[src/sv/xpbd_distance_constraint_macros.svh]
// assertion macros for the xpbd distance constraint block
// no dependencies; taken in by include where assertions are written
`ifndef XPBD_DISTANCE_CONSTRAINT_MACROS_SVH
`define XPBD_DISTANCE_CONSTRAINT_MACROS_SVH
`ifndef SYNTH
// concurrent check on an explicit clock and reset
`define XPBD_ASSERT_CLK(lbl, clk, rst, prop) \
   lbl: assert property (@(posedge clk) disable iff (rst) prop) \
      else $error("xpbd distance constraint check failed");
// concurrent check on the block clock and reset
`define XPBD_ASSERT(lbl, prop) `XPBD_ASSERT_CLK(lbl, clock, reset, prop)
`else
`define XPBD_ASSERT_CLK(lbl, clk, rst, prop)
`define XPBD_ASSERT(lbl, prop)
`endif
`endif

[src/sv/xpbd_pkg.sv]
// shared widths, register codes and types of the xpbd distance constraint block
// no dependencies
`default_nettype none
package xpbd_pkg;
   localparam int POS_W      = 24;
   localparam int REST_W     = 24;
   localparam int LAM_W      = 32;
   localparam int CFG_W      = 32;
   localparam int STEP_W     = 24;
   localparam int CSR_IDX_W  = 2;
   localparam int CSR_DATA_W = 32;
   localparam int W_W        = 32;
   localparam int ALPHA_W    = 48;
   localparam int DEN_W      = 49;

   // register indexes
   localparam logic [CSR_IDX_W-1:0] CSR_COMPLIANCE = 2'd0;
   localparam logic [CSR_IDX_W-1:0] CSR_MASS       = 2'd1;
   localparam logic [CSR_IDX_W-1:0] CSR_STEP       = 2'd2;

   // register reset values
   localparam logic [CFG_W-1:0]  COMPLIANCE_RST = 32'd0;
   localparam logic [CFG_W-1:0]  MASS_RST       = 32'd65536;
   localparam logic [STEP_W-1:0] STEP_RST       = 24'd83886;

   typedef struct packed {
      logic                  we;
      logic [CSR_IDX_W-1:0]  idx;
      logic [CSR_DATA_W-1:0] data;
   } csr_wr_type;

   // values derived from the registers
   typedef struct packed {
      logic [W_W-1:0]     w;
      logic [ALPHA_W-1:0] alpha;
      logic [DEN_W-1:0]   den;
   } cfg_type;
endpackage
`default_nettype wire

[src/sv/xpbd_cfg.sv]
// configuration registers and the sequential divider that derives w, alpha and 2w + alpha
// depends on xpbd_pkg
`default_nettype none
module xpbd_cfg (
   input  logic                 clock,
   input  logic                 reset,
   input  xpbd_pkg::csr_wr_type csr_wr,
   output xpbd_pkg::cfg_type    cfg,
   output logic                 busy
);
   localparam int DIV_N = xpbd_pkg::CFG_W + xpbd_pkg::ALPHA_W + 1;
   localparam int CNT_W = $clog2(DIV_N);
   localparam logic [CNT_W-1:0] CNT_LAST = CNT_W'(DIV_N - 1);
   localparam int AW = xpbd_pkg::ALPHA_W;
   localparam int WW = xpbd_pkg::W_W;

   localparam logic [1:0] ST_IDLE   = 2'd0;
   localparam logic [1:0] ST_SQUARE = 2'd1;
   localparam logic [1:0] ST_DIV_W  = 2'd2;
   localparam logic [1:0] ST_DIV_A  = 2'd3;

   logic [1:0]                     state_ff, state_in;
   logic [xpbd_pkg::CFG_W-1:0]     compliance_ff, compliance_in;
   logic [xpbd_pkg::CFG_W-1:0]     mass_ff, mass_in;
   logic [xpbd_pkg::STEP_W-1:0]    step_ff, step_in;
   logic [AW-1:0]                  tsq_ff, tsq_in;
   logic [DIV_N-1:0]               num_ff, num_in;
   logic [AW-1:0]                  rem_ff, rem_in;
   logic [AW-1:0]                  q_ff, q_in;
   logic                           ovf_ff, ovf_in;
   logic [CNT_W-1:0]               cnt_ff, cnt_in;
   logic [WW-1:0]                  w_ff, w_in;
   logic [AW-1:0]                  alpha_ff, alpha_in;
   logic [xpbd_pkg::DEN_W-1:0]     den_ff, den_in;

   logic [AW-1:0] den_cur;
   logic [AW:0]   rem_sh;
   logic          ge;
   logic [AW-1:0] rem_nx;
   logic [AW-1:0] q_nx;
   logic          ovf_nx;
   logic [WW-1:0] w_val;
   logic [AW-1:0] alpha_val;

   // one restoring division step, quotient bits above the cap fold into an overflow flag
   always_comb begin
      den_cur   = (state_ff == ST_DIV_W) ? AW'(mass_ff) : tsq_ff;
      rem_sh    = {rem_ff, num_ff[DIV_N-1]};
      ge        = rem_sh >= {1'b0, den_cur};
      rem_nx    = ge ? AW'(rem_sh - {1'b0, den_cur}) : rem_sh[AW-1:0];
      q_nx      = {q_ff[AW-2:0], ge};
      ovf_nx    = ovf_ff | q_ff[AW-1];
      w_val     = (mass_ff == '0 || ovf_nx || q_nx[AW-1:WW] != '0) ? '1 : q_nx[WW-1:0];
      alpha_val = (tsq_ff == '0 || ovf_nx) ? '1 : q_nx;
   end

   // sequencer: square step time, divide for w, divide for alpha
   always_comb begin
      state_in      = state_ff;
      compliance_in = compliance_ff;
      mass_in       = mass_ff;
      step_in       = step_ff;
      tsq_in        = tsq_ff;
      num_in        = num_ff;
      rem_in        = rem_ff;
      q_in          = q_ff;
      ovf_in        = ovf_ff;
      cnt_in        = cnt_ff;
      w_in          = w_ff;
      alpha_in      = alpha_ff;
      den_in        = den_ff;
      case (state_ff)
         ST_SQUARE: begin
            tsq_in   = step_ff * step_ff;
            num_in   = {{(DIV_N - WW - 1){1'b0}}, 1'b1, {WW{1'b0}}};
            rem_in   = '0;
            q_in     = '0;
            ovf_in   = 1'b0;
            cnt_in   = '0;
            state_in = ST_DIV_W;
         end
         ST_DIV_W: begin
            num_in = {num_ff[DIV_N-2:0], 1'b0};
            rem_in = rem_nx;
            q_in   = q_nx;
            ovf_in = ovf_nx;
            cnt_in = cnt_ff + 1'b1;
            if (cnt_ff == CNT_LAST) begin
               w_in     = w_val;
               num_in   = {1'b0, compliance_ff, {AW{1'b0}}};
               rem_in   = '0;
               q_in     = '0;
               ovf_in   = 1'b0;
               cnt_in   = '0;
               state_in = ST_DIV_A;
            end
         end
         ST_DIV_A: begin
            num_in = {num_ff[DIV_N-2:0], 1'b0};
            rem_in = rem_nx;
            q_in   = q_nx;
            ovf_in = ovf_nx;
            cnt_in = cnt_ff + 1'b1;
            if (cnt_ff == CNT_LAST) begin
               alpha_in = alpha_val;
               den_in   = xpbd_pkg::DEN_W'({w_ff, 1'b0}) + xpbd_pkg::DEN_W'(alpha_val);
               state_in = ST_IDLE;
            end
         end
         default: begin
         end
      endcase
      // a register write restarts the derivation
      if (csr_wr.we) begin
         case (csr_wr.idx)
            xpbd_pkg::CSR_COMPLIANCE: compliance_in = csr_wr.data;
            xpbd_pkg::CSR_MASS:       mass_in       = csr_wr.data;
            xpbd_pkg::CSR_STEP:       step_in       = csr_wr.data[xpbd_pkg::STEP_W-1:0];
            default: begin
            end
         endcase
         state_in = ST_SQUARE;
      end
   end

   // control and register state
   always_ff @(posedge clock) begin
      if (reset) begin
         state_ff      <= ST_SQUARE;
         compliance_ff <= xpbd_pkg::COMPLIANCE_RST;
         mass_ff       <= xpbd_pkg::MASS_RST;
         step_ff       <= xpbd_pkg::STEP_RST;
         cnt_ff        <= '0;
      end else begin
         state_ff      <= state_in;
         compliance_ff <= compliance_in;
         mass_ff       <= mass_in;
         step_ff       <= step_in;
         cnt_ff        <= cnt_in;
      end
   end

   // divider datapath
   always_ff @(posedge clock) begin
      tsq_ff   <= tsq_in;
      num_ff   <= num_in;
      rem_ff   <= rem_in;
      q_ff     <= q_in;
      ovf_ff   <= ovf_in;
      w_ff     <= w_in;
      alpha_ff <= alpha_in;
      den_ff   <= den_in;
   end

   assign cfg  = '{w: w_ff, alpha: alpha_ff, den: den_ff};
   assign busy = state_ff != ST_IDLE;
endmodule
`default_nettype wire

[config.mk]
export PLATFORM = sky130hd
export DESIGN_NAME = xpbd_cfg
export DESIGN_NICKNAME = d
export VERILOG_FILES = /design/src/sv/xpbd_distance_constraint_macros.svh /design/src/sv/xpbd_pkg.sv /design/src/sv/xpbd_cfg.sv
export SDC_FILE = /design/constraint.sdc
export NUM_CORES = 2
export LEC_CHECK = 0
export CAP_MARGIN = 20
export CELL_PAD_IN_SITES_DETAIL_PLACEMENT = 1
export CELL_PAD_IN_SITES_GLOBAL_PLACEMENT = 1
export CORE_ASPECT_RATIO = 0.75
export CORE_MARGIN = 1
export CORE_UTILIZATION = 35
export CTS_CLUSTER_SIZE = 14
export DETAILED_ROUTE_END_ITERATION = 10
export DONT_BUFFER_PORTS = 1
export PLACE_DENSITY = 0.69
export SLEW_MARGIN = 20
export SYNTH_ARGS = -nofsm -noshare
export SYNTH_HDL_FRONTEND = slang
export SYNTH_SLANG_ARGS = --single-unit
[constraint.sdc]
create_clock -name clock -period 21.7 [get_ports clock]
set_clock_uncertainty 0.1 [all_clocks]
set_input_delay 3.255 -clock clock [delete_from_list [all_inputs] [get_ports clock]]
set_output_delay 3.255 -clock clock [all_outputs]
set_load 0.02 [all_outputs]
==> reports/results.tsv <==
metric	value	unit
clkTransAtPathRegs	0.06	ns
synth_top_family_by_area	adder cells	
grt_usage	20.42	%
grt_pass1_wl	170.4	mm
fillCellCount	11710	
totalWireLength	107.4	mm
io_pins	167	
place_hpwl	81.91	mm
finalWeightedCongestion	0.8881	
cts_resized	0	
synth_fa_ha_area_share	31.74	%
crit_required	21.93	ns
yosysTopAreaCellShare	26.17	%
clock_path_buffers	3	
worst_pin_slew	1.327	ns
critical-path-max-stage-delay	0.99	ns
fp-row-count	102	
hold_path_class	flip-flop to flip-flop	
synth.distinct_cells	76	
worst_setup_path_start_kind	flip-flop	
start_util	35.50	%
cp_top_family	adder cells	
pre_cts_ws	13.53	ns
synth_area	36830	um^2
wl_met2	47.04	mm
vias	26560	
antenna_found_initial	8	
syn_area_per_cell	9.866	um^2
routed.top_layer	met5	
crit_fanout	21	
p_sw_share	46.73	%
ys_seq_elements	418	
yosys-top-cells-count	inv_1, nand2_1, fa_1, edfxtp_1, ha_1	
yosys_warnings	0	
rsz0062_at_grt	false	
nets	4380	
crit_path_end_kind	flip-flop	
finalSetupTns	0	ns
synth-edff-count	321	
die_area	106500	um^2
worstSetupPathType	flip-flop to flip-flop	
wl_per_cell	21.03	um
hold_viol_final	0	
slew_headroom	10.70	%
synthTopCellsByArea	edfxtp_1, fa_1, ha_1	
intPower	3064	uW
reg2reg_from	step_ff[16]	
synth_cells	3733	
pwr-share-seq	20.2	%
pwr-share-comb	65.5	%
fin_crit_sh	37.85	%
cts_buffers	47	
wl_met3	7.066	mm
hp-start	compliance_ff[19]	
numPortBuffers	0	
cellPowerDensity	144.0	nW/um^2
power	5752	uW
path_buf_inv	7	
first_iter_violations	1791	
min_period	8.214	ns
clock_latency	0.60	ns
post_cts_buffers	0	
worstSetupStartpoint	step_ff[16]	
syn_to_final_growth	8.418	%
drc_errors	0	
async_flop_share	0	%
grt_pass1_vias	28610	
layout-drive-gt1-share	6.242	%
p_leak	0.01839	uW
status	finished clean	
die_h	282.9	um
pwr-share-clk	14.3	%
clock_sinks	418	
die_w	376.6	um
grt_overflow	0	
tritoncts	done	
synth_top_cell_by_area	edfxtp_1	
synth_nets	4450	
synth_compound_area_share	10.29	%
synth_simple_gate_area_share	14.40	%
p_sw	2688	uW
ys.flop_type	edfxtp_1	
ir_worst_vdd	0.2335	mV
ant_nets	0	
grt_max_degree	98	
cts-htree-levels	2	
finalMaxSlewViolations	0	
dr.pass1.iters	5	
fp.coreArea	103800	um^2
synth.area.mux_share	0.9852	%
postCtsHoldBufs	0	
arrival	8.44	ns
drv_cap	0	
timing.fmax	121.7	MHz
synth.most_common_cell	inv_1	
routed_via_density	5.198	
yosysSeqAreaShare	31.44	%
yosys.area_share.xor_xnor	2.996	%
wl_met1	51.40	mm
setup_violations	0	
layout_setup_ws	13.49	ns
root_buffer	clkbuf_16	
cpMaxStageDelayCell	dfxtp_1	
-- placed cells by master, fill, tap and decap left out, types with 9 or more instances in the layout --
cell	netlist	layout
a211o_1	10	10
a211oi_1	21	21
a21o_1	67	67
a21oi_1	252	252
a22o_1	19	19
a31oi_1	21	21
and2_1	122	122
and3_1	91	91
buf_4	2	45
clkbuf_1	142	11
clkbuf_16	0	49
clkinv_2	0	9
dfxtp_1	97	96
edfxtp_1	321	321
fa_1	424	424
ha_1	256	256
inv_1	619	618
mux2i_1	34	34
nand2_1	456	455
nand2b_1	14	13
nand3_1	59	59
nand3b_1	12	12
nand4_1	27	27
nor2_1	116	112
nor2b_1	24	23
nor3_1	37	37
nor4_1	27	27
o211ai_1	9	9
o21a_1	14	14
o21ai_0	78	78
o21ai_1	24	23
o21bai_1	15	15
or2_2	80	80
or3_1	11	11
xnor2_1	80	80
xor2_1	46	46
-- metal layers --
| metal | up-vias | GRT usage, % |
|---|---|---|
| li1 | 12160 | - |
| met1 | 13630 | 29.68 |
| met2 | 645 | 31.14 |
| met3 | 127 | 4.358 |
| met4 | 6 | 4.177 |
| met5 | - | 0 |
-- worst register-to-register path: cells and delay by family, from the launching register on --
kind | cells | cell delay [ns]
adder cells (fa/ha/maj) | 8 | 4.02
AO/OA/AOI/OAI | 7 | 1.94
flip-flops | 1 | 0.99
AND/OR/NAND/NOR | 3 | 0.41
buffers and inverters | 7 | 0.36
XOR/XNOR | 1 | 0.13
-- power by group through the flow --
stage	registers, uW	logic (uW)	clock network [uW]
6_report	1160	3770	824
5_1_grt	1170	4240	866
4_1_cts	1160	3770	839
3_5_place_dp	1170	3740	0
3_3_place_gp	1170	3660	0
2_1_floorplan	1150	2720	0
-- cells by family (layout without fill, tap and decap cells) --
group                    count (synthesis)  after routing
adder cells (fa/ha/maj)                680            680
flip-flops                             418            418
multiplexers                            36             36
XOR/XNOR                               126            126
AND/OR/NAND/NOR                       1089           1089
AO/OA/AOI/OAI                          601            601
other                                    0              5
buffers and inverters                  783            751
-- registers in the layout, indices dropped and copies added, names as in the netlist, 2 cells and up --
name and count:
alpha_ff 48, den_ff 48, cnt_ff 7, tsq_ff 47
compliance_ff 32, step_ff 24, mass_ff 32, w_ff 32
q_ff 48, state_ff 2, num_ff 49, rem_ff 48
-- final timing paths --
| check | endpoint | slack [ns] | cells past startpoint |
|---|---|---|---|
| worst max-delay path | tsq_ff[46] | 13.49 | 26 |
| worst min-delay path | compliance_ff[19] | 0.35 | 2 |
| worst max register to register | tsq_ff[46] | 13.49 | 26 |
| worst min register to register | compliance_ff[19] | 0.35 | 2 |
-- through the flow --
step / cell area [um^2] / util (%) / instances / hold WS (ns)
after floorplan: 36830 / - / 3733 / 0.3366
after global placement: 38340 / 36.95 / 5018 / 0.3382
after detailed placement: 38340 / 36.95 / 5018 / 0.3408
after CTS: 39920 / 38.47 / 5105 / 0.3493
after global routing: 39930 / 38.48 / 5108 / 0.3707
final: 39930 / 38.49 / 5110 / 0.3507
-- area by class of cell --
| cell class | instances | area (um^2) | share of cell area, % |
|---|---|---|---|
| diodes | 5 | 12.51 | 0.03133 |
| clock buffers | 65 | 1336 | 3.346 |
| clock inverters | 22 | 245.2 | 0.6141 |
| inverters | 619 | 2328 | 5.831 |
| multi-input cells | 2532 | 22330 | 55.93 |
| flip-flops and latches | 418 | 11580 | 29.01 |
| well taps | 1404 | 1757 | 4.399 |
| repair buffers | 45 | 337.8 | 0.8460 |
Note: power is estimated with default switching activity, not from simulation.
